$ cat config.mk
export PLATFORM = sky130hd
export DESIGN_NAME = amci_ctrl
export DESIGN_NICKNAME = d
export VERILOG_FILES = /design/src/sv/amci_pkg.sv /design/src/sv/amci_ctrl.sv
export SDC_FILE = /design/constraint.sdc
export NUM_CORES = 1
export LEC_CHECK = 0
export BUFFER_PORTS_ARGS = -buffer_cell sky130_fd_sc_hd__buf_2
export CAP_MARGIN = 20
export CORE_ASPECT_RATIO = 0.7
export CORE_MARGIN = 8
export CORE_UTILIZATION = 55
export DETAILED_ROUTE_END_ITERATION = 8
export PLACE_DENSITY = 0.86
export SLEW_MARGIN = 20
export SYNTH_ARGS = -nofsm -noshare
export SYNTH_HDL_FRONTEND = slang
export SYNTH_SLANG_ARGS = --single-unit
$ cat constraint.sdc
create_clock -name clk -period 4.35 [get_ports clk]
set_input_delay 0.435 -clock clk [delete_from_list [all_inputs] [get_ports clk]]
set_output_delay 0.435 -clock clk [all_outputs]
set_load 0.05 [all_outputs]
$ cat src/sv/amci_pkg.sv
// Shared constants, types and helpers of the affine matrix unit.
package amci_pkg;
    localparam int FRAC_BITS_DEFAULT = 16;
    localparam int DATA_W   = 32;
    localparam int THR_W    = 17;
    localparam int IDX_W    = 3;
    localparam int ACC_W    = 66;
    localparam int MAG_W    = 64;
    localparam int QUO_BITS = 33;

    localparam logic [1:0] REQ_LOAD    = 2'd0;
    localparam logic [1:0] REQ_COMPOSE = 2'd1;
    localparam logic [1:0] REQ_INVERT  = 2'd2;
    localparam logic [1:0] REQ_NOP     = 2'd3;

    localparam logic [IDX_W-1:0] IDX_A  = 3'd0;
    localparam logic [IDX_W-1:0] IDX_B  = 3'd1;
    localparam logic [IDX_W-1:0] IDX_C  = 3'd2;
    localparam logic [IDX_W-1:0] IDX_D  = 3'd3;
    localparam logic [IDX_W-1:0] IDX_TX = 3'd4;
    localparam logic [IDX_W-1:0] IDX_TY = 3'd5;

    localparam logic [1:0] ACC_HOLD = 2'd0;
    localparam logic [1:0] ACC_SET  = 2'd1;
    localparam logic [1:0] ACC_ADD  = 2'd2;
    localparam logic [1:0] ACC_SUB  = 2'd3;

    localparam logic [1:0] CUR_HOLD       = 2'd0;
    localparam logic [1:0] CUR_LOAD_IN    = 2'd1;
    localparam logic [1:0] CUR_LOAD_RES   = 2'd2;
    localparam logic [1:0] CUR_LOAD_IDENT = 2'd3;

    typedef struct packed {
        logic signed [DATA_W-1:0] a;
        logic signed [DATA_W-1:0] b;
        logic signed [DATA_W-1:0] c;
        logic signed [DATA_W-1:0] d;
        logic signed [DATA_W-1:0] tx;
        logic signed [DATA_W-1:0] ty;
    } mat_t;

    typedef struct packed {
        logic             in_we;
        logic             flags_clr;
        logic             mul_en;
        logic [IDX_W-1:0] mx_sel;
        logic [IDX_W-1:0] my_sel;
        logic             my_cur;
        logic [1:0]       acc_op;
        logic             base_half;
        logic             base_w;
        logic [IDX_W-1:0] w_sel;
        logic             det_we;
        logic             div_start;
        logic             div_num_acc;
        logic [IDX_W-1:0] div_num_sel;
        logic             div_flip;
        logic             div_wide;
        logic             res_we;
        logic             res_div;
        logic [IDX_W-1:0] res_sel;
        logic [1:0]       cur_op;
        logic             out_we;
    } cmd_t;

    typedef struct packed {
        logic div_done;
        logic det_singular;
    } status_t;

    function automatic logic signed [DATA_W-1:0] mat_pick(input mat_t m,
                                                          input logic [IDX_W-1:0] idx);
        logic signed [DATA_W-1:0] v;
        case (idx)
            IDX_A:   v = m.a;
            IDX_B:   v = m.b;
            IDX_C:   v = m.c;
            IDX_D:   v = m.d;
            IDX_TX:  v = m.tx;
            IDX_TY:  v = m.ty;
            default: v = '0;
        endcase
        return v;
    endfunction
endpackage

$ cat src/sv/amci_ctrl.sv
// Controller: sequences load, compose and invert over the shared datapath.
module amci_ctrl import amci_pkg::*; (
    input  logic       clk,
    input  logic       rst_n,
    input  logic       in_valid,
    output logic       in_ready,
    input  logic [1:0] req_type,
    output logic       out_valid,
    input  logic       out_ready,
    output cmd_t       cmd,
    input  status_t    status
);
    localparam logic [3:0] S_IDLE    = 4'd0;
    localparam logic [3:0] S_LOAD    = 4'd1;
    localparam logic [3:0] S_CMP     = 4'd2;
    localparam logic [3:0] S_DET     = 4'd3;
    localparam logic [3:0] S_DETCHK  = 4'd4;
    localparam logic [3:0] S_NUM     = 4'd5;
    localparam logic [3:0] S_DIVGO   = 4'd6;
    localparam logic [3:0] S_DIVWAIT = 4'd7;
    localparam logic [3:0] S_COMMIT  = 4'd8;
    localparam logic [3:0] S_OUT     = 4'd9;

    logic [3:0]       st_reg, st_next;
    logic [IDX_W-1:0] elem_reg, elem_next;
    logic [1:0]       ph_reg, ph_next;
    logic             out_valid_reg, out_valid_next;
    logic             slot_free;

    always_comb
    begin
        st_next   = st_reg;
        elem_next = elem_reg;
        ph_next   = ph_reg;
        cmd       = '0;
        in_ready  = (st_reg == S_IDLE);
        slot_free = !out_valid_reg || out_ready;

        case (st_reg)
            S_IDLE:
            begin
                if (in_valid)
                begin
                    cmd.in_we     = 1'b1;
                    cmd.flags_clr = 1'b1;
                    elem_next     = '0;
                    ph_next       = '0;
                    case (req_type)
                        REQ_LOAD:    st_next = S_LOAD;
                        REQ_COMPOSE: st_next = S_CMP;
                        REQ_INVERT:  st_next = S_DET;
                        default:     st_next = S_OUT;
                    endcase
                end
            end
            S_LOAD:
            begin
                cmd.cur_op = CUR_LOAD_IN;
                st_next    = S_OUT;
            end
            S_CMP:
            begin
                // even elements use a/c of current, odd ones b/d
                cmd.mul_en = ph_reg inside {2'd0, 2'd1};
                cmd.mx_sel = (ph_reg == 2'd0) ? (elem_reg[0] ? IDX_B : IDX_A)
                                              : (elem_reg[0] ? IDX_D : IDX_C);
                cmd.my_sel = {elem_reg[2:1], ph_reg[0]};
                cmd.base_half = 1'b1;
                cmd.base_w    = elem_reg inside {IDX_TX, IDX_TY};
                cmd.w_sel     = elem_reg;
                ph_next       = ph_reg + 1'b1;
                case (ph_reg)
                    2'd1:    cmd.acc_op = ACC_SET;
                    2'd2:    cmd.acc_op = ACC_ADD;
                    2'd3:
                    begin
                        cmd.res_we  = 1'b1;
                        cmd.res_sel = elem_reg;
                        elem_next   = elem_reg + 1'b1;
                        if (elem_reg == IDX_TY)
                        begin
                            st_next = S_COMMIT;
                        end
                    end
                    default: cmd.acc_op = ACC_HOLD;
                endcase
            end
            S_DET:
            begin
                cmd.my_cur = 1'b1;
                cmd.mul_en = ph_reg inside {2'd0, 2'd1};
                cmd.mx_sel = (ph_reg == 2'd0) ? IDX_A : IDX_B;
                cmd.my_sel = (ph_reg == 2'd0) ? IDX_D : IDX_C;
                ph_next    = ph_reg + 1'b1;
                case (ph_reg)
                    2'd1:    cmd.acc_op = ACC_SET;
                    2'd2:    cmd.acc_op = ACC_SUB;
                    2'd3:
                    begin
                        cmd.det_we = 1'b1;
                        st_next    = S_DETCHK;
                    end
                    default: cmd.acc_op = ACC_HOLD;
                endcase
            end
            S_DETCHK:
            begin
                elem_next = '0;
                if (status.det_singular)
                begin
                    cmd.cur_op = CUR_LOAD_IDENT;
                    st_next    = S_OUT;
                end
                else
                begin
                    st_next = S_DIVGO;
                end
            end
            S_NUM:
            begin
                // tx: c*ty - d*tx, ty: b*tx - a*ty
                cmd.my_cur = 1'b1;
                cmd.mul_en = ph_reg inside {2'd0, 2'd1};
                if (elem_reg == IDX_TX)
                begin
                    cmd.mx_sel = (ph_reg == 2'd0) ? IDX_C : IDX_D;
                    cmd.my_sel = (ph_reg == 2'd0) ? IDX_TY : IDX_TX;
                end
                else
                begin
                    cmd.mx_sel = (ph_reg == 2'd0) ? IDX_B : IDX_A;
                    cmd.my_sel = (ph_reg == 2'd0) ? IDX_TX : IDX_TY;
                end
                ph_next = ph_reg + 1'b1;
                case (ph_reg)
                    2'd1:    cmd.acc_op = ACC_SET;
                    2'd2:
                    begin
                        cmd.acc_op = ACC_SUB;
                        st_next    = S_DIVGO;
                    end
                    default: cmd.acc_op = ACC_HOLD;
                endcase
            end
            S_DIVGO:
            begin
                cmd.div_start = 1'b1;
                case (elem_reg)
                    IDX_A:
                    begin
                        cmd.div_num_sel = IDX_D;
                        cmd.div_wide    = 1'b1;
                    end
                    IDX_B:
                    begin
                        cmd.div_num_sel = IDX_B;
                        cmd.div_flip    = 1'b1;
                        cmd.div_wide    = 1'b1;
                    end
                    IDX_C:
                    begin
                        cmd.div_num_sel = IDX_C;
                        cmd.div_flip    = 1'b1;
                        cmd.div_wide    = 1'b1;
                    end
                    IDX_D:
                    begin
                        cmd.div_num_sel = IDX_A;
                        cmd.div_wide    = 1'b1;
                    end
                    default:
                    begin
                        cmd.div_num_acc = 1'b1;
                    end
                endcase
                st_next = S_DIVWAIT;
            end
            S_DIVWAIT:
            begin
                if (status.div_done)
                begin
                    cmd.res_we  = 1'b1;
                    cmd.res_div = 1'b1;
                    cmd.res_sel = elem_reg;
                    elem_next   = elem_reg + 1'b1;
                    ph_next     = '0;
                    if (elem_reg == IDX_TY)
                    begin
                        st_next = S_COMMIT;
                    end
                    else if (elem_reg inside {IDX_D, IDX_TX})
                    begin
                        st_next = S_NUM;
                    end
                    else
                    begin
                        st_next = S_DIVGO;
                    end
                end
            end
            S_COMMIT:
            begin
                cmd.cur_op = CUR_LOAD_RES;
                st_next    = S_OUT;
            end
            S_OUT:
            begin
                if (slot_free)
                begin
                    cmd.out_we = 1'b1;
                    st_next    = S_IDLE;
                end
            end
            default:
            begin
                st_next = S_IDLE;
            end
        endcase

        if (cmd.out_we)
        begin
            out_valid_next = 1'b1;
        end
        else if (out_ready)
        begin
            out_valid_next = 1'b0;
        end
        else
        begin
            out_valid_next = out_valid_reg;
        end
    end

    always_ff @(posedge clk or negedge rst_n)
    begin
        if (!rst_n)
        begin
            st_reg        <= S_IDLE;
            elem_reg      <= '0;
            ph_reg        <= '0;
            out_valid_reg <= 1'b0;
        end
        else
        begin
            st_reg        <= st_next;
            elem_reg      <= elem_next;
            ph_reg        <= ph_next;
            out_valid_reg <= out_valid_next;
        end
    end

    assign out_valid = out_valid_reg;
endmodule

==> flow_summary.ini, run 1 <==
[layout]
final_util_pct = 63.36
areaGrowthSynthToFinish_pct = 13.12
antenna_cells = 0
final_cells = 227
final_cell_mix = buf_2, ha_1, inv_1, nor2_1, nand2_1
drive_above_1_share_pct = 32.64
layout.cells.most_common = buf_2
nets = 216
fin_area_sq_mm = 0.001510
largest_reg_flops = 4

[synthesis]
yosys-top-cells-area = dfrtp_1, ha_1, buf_4
yosys.area.top_type_share_pct = 18.74
syn_avg_cell_area_sq_um = 8.241
yosys_most_used_dff = dfrtp_1
ys_ff_latch = 10
yosys.area.top_type = dfrtp_1
synthDistinctLibCells = 57
syn_inst = 162
ys_seq_area_share_pct = 18.74
ys.warnings.count = 0
synth_edf_count = 0
syn_area_sq_mm = 0.001335
ys_async_sr_fraction_pct = 100.0

[sta]
finalHoldViolCount = 0
worstMarginPinSlew_ns = 0.8221
rsz0062_at_grt = false
max-slew-margin-rel_pct = 45.19
max_freq_mhz = 353.0
fin_ws_ns = 1.517
fin_crit_sh_pct = 65.13
fin_skew_ns = 0.007058
report.final.slew_viol_count = 0
min_period_ns = 2.833
setup_viol = 0
finalSetupTns_ns = 0
holdWs_ns = 0.01461

[setup_path]
cp_num_buf_inv = 1
critical-path-max-stage-delay_ns = 0.73
worst-path-max-fanout = 24
reg2reg_depth = 4
cp-start-kind = flop
worstPathArrival_ns = 2.40
path_depth = 4
cp.required_ns = 3.91
crit_family = simple AND/OR/NAND/NOR gates
r2r_slack_ns = 2.25
r2r-start = st_reg[2]
cpMaxStageDelayCell = nor4b_4
crit_chain = nor4b_4 > a21oi_2 > nor3_1 > buf_2
critPathKind = reg -> out
r2r-end = st_reg[1]
crit_path_end_kind = primary output

[die]
pin_count = 43
die_h_um = 57.22
die_w_um = 74.89
core_sq_mm = 0.002384
initial_core_util_pct = 56.01
fp.dieArea_sq_mm = 0.004285
rows = 15

[global_routing]
grt_usage_pct = 17.19
grt.met1_usage_pct = 22.13
grt_pass1_vias = 1257
grt_pass1_wl_mm = 5.802
grtUsageMet3_pct = 4.895
use_met2_pct = 27.15
antenna_found_initial = 0
grt_max_degree = 25
grt-busiest-layer = met2
grt_overflow = 0

[clocking]
h-tree-depth = 1
clk_pin_slew_worst_paths_ns = 0.06
insertion_delay_ns = 0.27
cts-root-buf = clkbuf_4
hold_buffers = 0
cts_setup_buffers = 0
cts.sinks = 10
clk_path_buf_depth = 2
cts_buffers = 3
cts-resized-gates = 0
cts_tree = done

[place]
dpl.cell_count = 224
placed_area_sq_mm = 0.001488
place_ws_ns = 1.853
port_buffers = 40
place_congestion = 0.9800
dp_hpwl_mm = 2.752

[route]
wl_per_cell_um = 15.85
ant_nets = 0
drtIter0Drc = 104
routed_wl_mm = 3.598
vias = 1320
drc_errors = 0
viasPerCell = 5.815
first_pass_iters = 4

[power_and_ir_drop]
report.power.total_mw = 1.071
irDropWorstVdd_v = 0.0003695
total_leakage_power_nw = 0.7697
power.density_mw_per_mm2 = 709.4

[flow_run]
max_cap_viol_count = 0

[hold_path]
hp-class = in -> async

[outcome]
status = finished clean
==> routing by layer <==
| metal | routed length, um | vias up |
|---|---|---|
| li1 | - | 636 |
| met1 | 1739 | 624 |
| met2 | 1581 | 56 |
| met3 | 253 | 4 |
| met4 | 23 | 0 |
| met5 | 0 | - |
==> synth_stat cells, types with 2 or more instances <==
library cell   n
or3_1          2
nand3_1        5
inv_2          3
and2_1         4
o22ai_1        2
mux2_2         2
inv_1         12
o21ai_0        4
o21ai_1        4
buf_2          3
nor2_1        12
a21oi_2        2
buf_4          7
and4_1         2
a31oi_1        2
nor3_1         8
nand2b_1       3
buf_6          2
a22o_1         3
ha_1          13
dfrtp_1       10
a211oi_1       2
or4_4          2
nand2_1       11
o21a_1         3
a21oi_1        5
nor2b_1        4
==> cells by family after synthesis <==
family	Yosys count	share of synthesized area, %
xor+xnor	1	0.6562
mux	3	2.437
buf+inv	29	11.53
compound gates	38	22.21
fa+ha+maj	13	12.18
flops	10	18.74
other cells	1	0.2809
simple gates	67	31.96
==> layout make-up <==
| class | count | area [sq um] |
|---|---|---|
| inverter | 16 | 60.06 |
| clock buffer | 3 | 22.52 |
| tap | 34 | 42.54 |
| timing repair buffer | 40 | 200.2 |
| fill | 204 | 873.3 |
| multi-input combinational | 124 | 934.6 |
| sequential | 10 | 250.2 |
==> report_power, final <==
group          switching, mW  leakage, nW  internal [mW]
sequential             0.120        0.131          0.126
combinational          0.497        0.625          0.266
clock                 0.0315       0.0138         0.0320
==> how the worst max path moves through the flow <==
stage	slack, ns	end	from
after floorplan	1.23	cmd[3]	st_reg[3]
after global placement	1.85	cmd[3]	st_reg[0]
after detailed placement	1.85	cmd[3]	st_reg[0]
after CTS	1.55	cmd[3]	st_reg[0]
after global routing	1.31	cmd[27]	st_reg[1]
final	1.52	cmd[3]	st_reg[2]
Note: power is estimated with default switching activity, not from simulation.
==> run 2, diff against run 1 <==
--- a/config.mk
+++ b/config.mk
@@ -9,9 +9,9 @@
 export CAP_MARGIN = 20
 export CORE_ASPECT_RATIO = 0.7
 export CORE_MARGIN = 8
-export CORE_UTILIZATION = 55
+export CORE_UTILIZATION = 51
 export DETAILED_ROUTE_END_ITERATION = 8
-export PLACE_DENSITY = 0.86
+export PLACE_DENSITY = 0.8
 export SLEW_MARGIN = 20
 export SYNTH_ARGS = -nofsm -noshare
 export SYNTH_HDL_FRONTEND = slang
==> constraint.sdc (replaced) <==
create_clock -name clk -period 3 [get_ports clk]
set_input_delay 0.3 -clock clk [delete_from_list [all_inputs] [get_ports clk]]
set_output_delay 0.3 -clock clk [all_outputs]
set_load 0.05 [all_outputs]
==> run 2 against run 1 <==
  * Sequential power grew 45%
  * Combinational power increased by 46%
  * Register-to-register slack worse by 1.4 ns
  * Setup slack got worse by 1.3 ns
  * Die area rose by 5.9%
  * Global-route usage fell by 0.79 points
  * Utilization decreased by 1.2 points
  * Via count grew 0.91%
==> flow_summary.ini, run 2 (synthesis gave the netlist of run 1 again) <==
[outcome]
status = finished clean

[setup_path]
r2r-start = st_reg[2]
cp-start-kind = flop
cpMaxStageDelayCell = dfrtp_1
critical-path-max-stage-delay_ns = 0.71
cp.required_ns = 2.70
r2r-end = st_reg[1]
crit_chain = clkinv_1 > nor4_2 > a22oi_1 > o21ai_1 > buf_2
r2r_slack_ns = 0.87
crit_family = flip-flops
crit_path_end_kind = primary output
worst-path-max-fanout = 19
crit_start = st_reg[1]
worstPathArrival_ns = 2.45
cp_num_buf_inv = 2
critPathKind = reg -> out
reg2reg_depth = 4

[die]
core_sq_mm = 0.002477
fp.dieArea_sq_mm = 0.004537
initial_core_util_pct = 53.89
rows = 15
die_h_um = 58.81
pin_count = 43
die_w_um = 77.15

[global_routing]
grt_max_degree = 25
grt_overflow = 0
grt_usage_pct = 16.40
grt_pass1_wl_mm = 6.154
antenna_found_initial = 0
grt_pass1_vias = 1335

[layout]
largest_reg_flops = 4
antenna_cells = 0
layout.cells.most_common = buf_2
areaGrowthSynthToFinish_pct = 15.28
nets = 217
nFillCells = 249
final_cell_mix = buf_2, ha_1, inv_1, nor2_1, nand2_1
drive_above_1_share_pct = 32.47

[power_and_ir_drop]
report.power.total_mw = 1.606
combPwrFrac_pct = 69.1
sw_frac_of_total_pct = 59.09
p_clk_share_pct = 8.7
seqPwrFrac_pct = 22.2
irDropWorstVdd_v = 0.0005140
total_leakage_power_nw = 0.7817
p_sw_mw = 0.9490
power.density_mw_per_mm2 = 1044
p_int_mw = 0.6571

[route]
drtIter0Drc = 108
vias = 1332
first_pass_iters = 4
ant_nets = 0
drc_errors = 0
viasPerCell = 5.842
routed_wl_mm = 3.796
wl_per_cell_um = 16.65

[place]
place_ws_ns = 0.5235
port_buffers = 40
dp_hpwl_mm = 2.932
place_congestion = 0.9258

[sta]
rsz0062_at_grt = false
report.final.slew_viol_count = 0
setup_viol = 0
finalSetupTns_ns = 0
finalHoldViolCount = 0
fin_crit_sh_pct = 91.71
worstMarginPinSlew_ns = 0.8268
min_period_ns = 2.751
fin_skew_ns = 0.004723
fin_ws_ns = 0.2486
max-slew-margin-rel_pct = 44.88
max_freq_mhz = 363.4

[clocking]
cts-resized-gates = 0
clk_path_buf_depth = 2
cts.sinks = 10
cts_tree = done
hold_buffers = 1
clk_pin_slew_worst_paths_ns = 0.05
insertion_delay_ns = 0.24
cts-root-buf = clkbuf_8
cts_setup_buffers = 0
cts_buffers = 3
h-tree-depth = 1

[flow_run]
max_cap_viol_count = 0

[hold_path]
hp-class = in -> async
## run 2: changes by cell type in the layout (fill, tap and decap cells not counted)
cell,change
clkbuf_4,-3
dlygate4sd3_1,+1
clkbuf_8,+3
## run 2: final cells by class
cell class	instances	area, sq um	area share, %
Tap cell	34	42.54	2.764
Inverter	16	60.06	3.902
Timing Repair Buffer	41	210.2	13.66
Multi-Input combinational cell	124	934.6	60.73
Sequential cell	10	250.2	16.26
Clock buffer	3	41.29	2.683
## run 2: worst max-delay path by stage
stage	end	slack (ns)	cells after the start
after floorplan	cmd[3]	0.01	4
final	cmd[24]	0.25	5
after detailed placement	cmd[24]	0.52	5
after global routing	cmd[24]	0.12	5
after global placement	cmd[3]	0.63	4
after CTS	cmd[24]	0.29	5
## run 2: per-stage QoR
step | utilization [%] | instance area, sq um | std cells | hold WS, ns
6_report | 62.12 | 1539 | 228 | 0.4592
5_1_grt | 62.12 | 1539 | 228 | 0.4969
4_1_cts | 62.12 | 1539 | 228 | 0.4594
3_5_place_dp | 60.05 | 1488 | 224 | 0.1754
3_3_place_gp | 60.05 | 1488 | 224 | 0.1734
2_1_floorplan | - | 1339 | 163 | 0.004409
## run 2: per-layer routing
| layer | up-vias | global-route usage [%] | part of all wire [%] |
|---|---|---|---|
| met4 | 0 | 4.011 | 0.68 |
| met2 | 54 | 26.91 | 46 |
| met5 | - | 0 | 0 |
| li1 | 642 | - | - |
| met3 | 4 | 5.471 | 6.2 |
| met1 | 632 | 20.21 | 47 |
## run 2: power by group through the flow
| stage | sequential [mW] | combinational [mW] | clock (mW) |
|---|---|---|---|
| CTS | 0.353 | 1.11 | 0.139 |
| global route | 0.371 | 1.19 | 0.144 |
| detailed placement | 0.357 | 1.10 | 0 |
| finish | 0.357 | 1.11 | 0.139 |
| floorplan | 0.254 | 1.02 | 0 |
| global placement | 0.347 | 1.09 | 0 |
==> run 3, diff against run 2 <==
--- a/config.mk
+++ b/config.mk
@@ -12,6 +12,7 @@
 export CORE_UTILIZATION = 51
 export DETAILED_ROUTE_END_ITERATION = 8
 export PLACE_DENSITY = 0.8
+export RECOVER_POWER = 25
 export SLEW_MARGIN = 20
 export SYNTH_ARGS = -nofsm -noshare
 export SYNTH_HDL_FRONTEND = slang
==> run 3 against run 2 <==
  * Combinational power is essentially flat
  * Die area is the same
  * Maximum frequency shrank 0.49%
  * Sequential power is essentially flat
  * Critical endpoint unchanged
  * Power shrank 0.88%
  * Clock skew is essentially flat
  * Highest routed layer unchanged
  * First-iteration DRC count shrank 19%
  * Clock power is essentially flat
  * Critical path depth is the same
  * Utilization shrank 0.45 points
  * Clock-buffer cell count is the same
  * Register-to-register slack is essentially flat
==> flow_summary.ini, run 3 (synthesis gave the netlist of run 1 again) <==
[sta]
max-slew-margin-rel_pct = 45.23
rsz0062_at_grt = false
fin_crit_sh_pct = 92.17
report.final.slew_viol_count = 0
max_freq_mhz = 361.7
fin_ws_ns = 0.2350
finalHoldViolCount = 0
setup_viol = 0
fin_skew_ns = 0.004540
worstMarginPinSlew_ns = 0.8215
finalSetupTns_ns = 0
min_period_ns = 2.765

[route]
first_pass_iters = 4
ant_nets = 0
viasPerCell = 5.833
vias = 1330
drtIter0Drc = 88
routed_wl_mm = 3.786
drc_errors = 0
wl_per_cell_um = 16.61

[clocking]
insertion_delay_ns = 0.24
cts_buffers = 3
h-tree-depth = 1
clk_path_buf_depth = 2
cts.sinks = 10
cts-resized-gates = 0
cts-root-buf = clkbuf_8
cts_setup_buffers = 0
cts_tree = done
hold_buffers = 1
clk_pin_slew_worst_paths_ns = 0.04

[power_and_ir_drop]
total_leakage_power_nw = 0.7732
report.power.total_mw = 1.592
power.density_mw_per_mm2 = 1042
irDropWorstVdd_v = 0.0005121

[layout]
nets = 217
final_cell_mix = buf_2, ha_1, inv_1, nor2_1, nand2_1
antenna_cells = 0
final_util_pct = 61.67
largest_reg_flops = 4
drive_above_1_share_pct = 30.41
final_cells = 228
areaGrowthSynthToFinish_pct = 14.43
nFillCells = 250
layout.cells.most_common = buf_2

[die]
rows = 15
die_w_um = 77.15
pin_count = 43
initial_core_util_pct = 53.89
core_sq_mm = 0.002477
die_h_um = 58.81
fp.dieArea_sq_mm = 0.004537

[setup_path]
cp-start-kind = flop
r2r-end = st_reg[1]
r2r_slack_ns = 0.87
critPathKind = reg -> out
crit_start = st_reg[1]
worstPathArrival_ns = 2.47
worst-path-max-fanout = 19
crit_path_end_kind = primary output
reg2reg_depth = 4
cp.required_ns = 2.70
r2r-start = st_reg[2]

[global_routing]
grt_pass1_vias = 1335
grt_usage_pct = 16.40
grt_overflow = 0
grt_max_degree = 25
antenna_found_initial = 0
grt_pass1_wl_mm = 6.154

[hold_path]
min_to = out_valid
holdCritStartpoint = out_ready
hp-class = in -> reg
worstHoldPathCells = 3

[place]
dp_hpwl_mm = 2.932
place_ws_ns = 0.5235
place_congestion = 0.9258
dpl.cell_count = 224
port_buffers = 40

[flow_run]
max_cap_viol_count = 0

[outcome]
status = finished clean
run 3: how the worst max path moves through the flow:
stage                         end  cells past startpoint  slack [ns]
after detailed placement  cmd[24]                      5        0.52
after floorplan            cmd[3]                      4        0.01
after global placement     cmd[3]                      4        0.63
after global routing      cmd[24]                      5        0.13
after CTS                 cmd[24]                      5        0.29
final                     cmd[24]                      5        0.23
run 3: routing by layer:
metal / GRT usage [%] / routed length (um)
met1: 20.21 / 1726
met2: 26.91 / 1756
met3: 5.471 / 277
met4: 4.011 / 26
met5: 0 / 0
run 3: stage by stage:
| stage | hold slack (ns) | instance area, sq um |
|---|---|---|
| 6_report | 0.4660 | 1528 |
| 5_1_grt | 0.5299 | 1528 |
| 4_1_cts | 0.4594 | 1539 |
| 3_5_place_dp | 0.1754 | 1488 |
| 3_3_place_gp | 0.1734 | 1488 |
| 2_1_floorplan | 0.004409 | 1339 |
run 3: where the power goes:
group	switching, mW	internal, mW
registers	0.171	0.183
clock network	0.0510	0.0878
logic	0.722	0.377
run 3: layout make-up:
cell class              instances  area (sq um)  share of cell area [%]
multi-input cells             124         925.9                   60.61
flip-flops and latches         10         250.2                   16.38
clock buffers                   3         41.29                   2.703
well taps                      34         42.54                   2.785
repair buffers                 41         207.7                   13.60
inverters                      16         60.06                   3.931
run 3: critical path, cell delays in order, from the launching register on:
cell	delay, ns
dfrtp_1	0.71
clkinv_1	0.43
nor4_2	0.56
a22oi_1	0.14
o21ai_1	0.11
buf_2	0.28
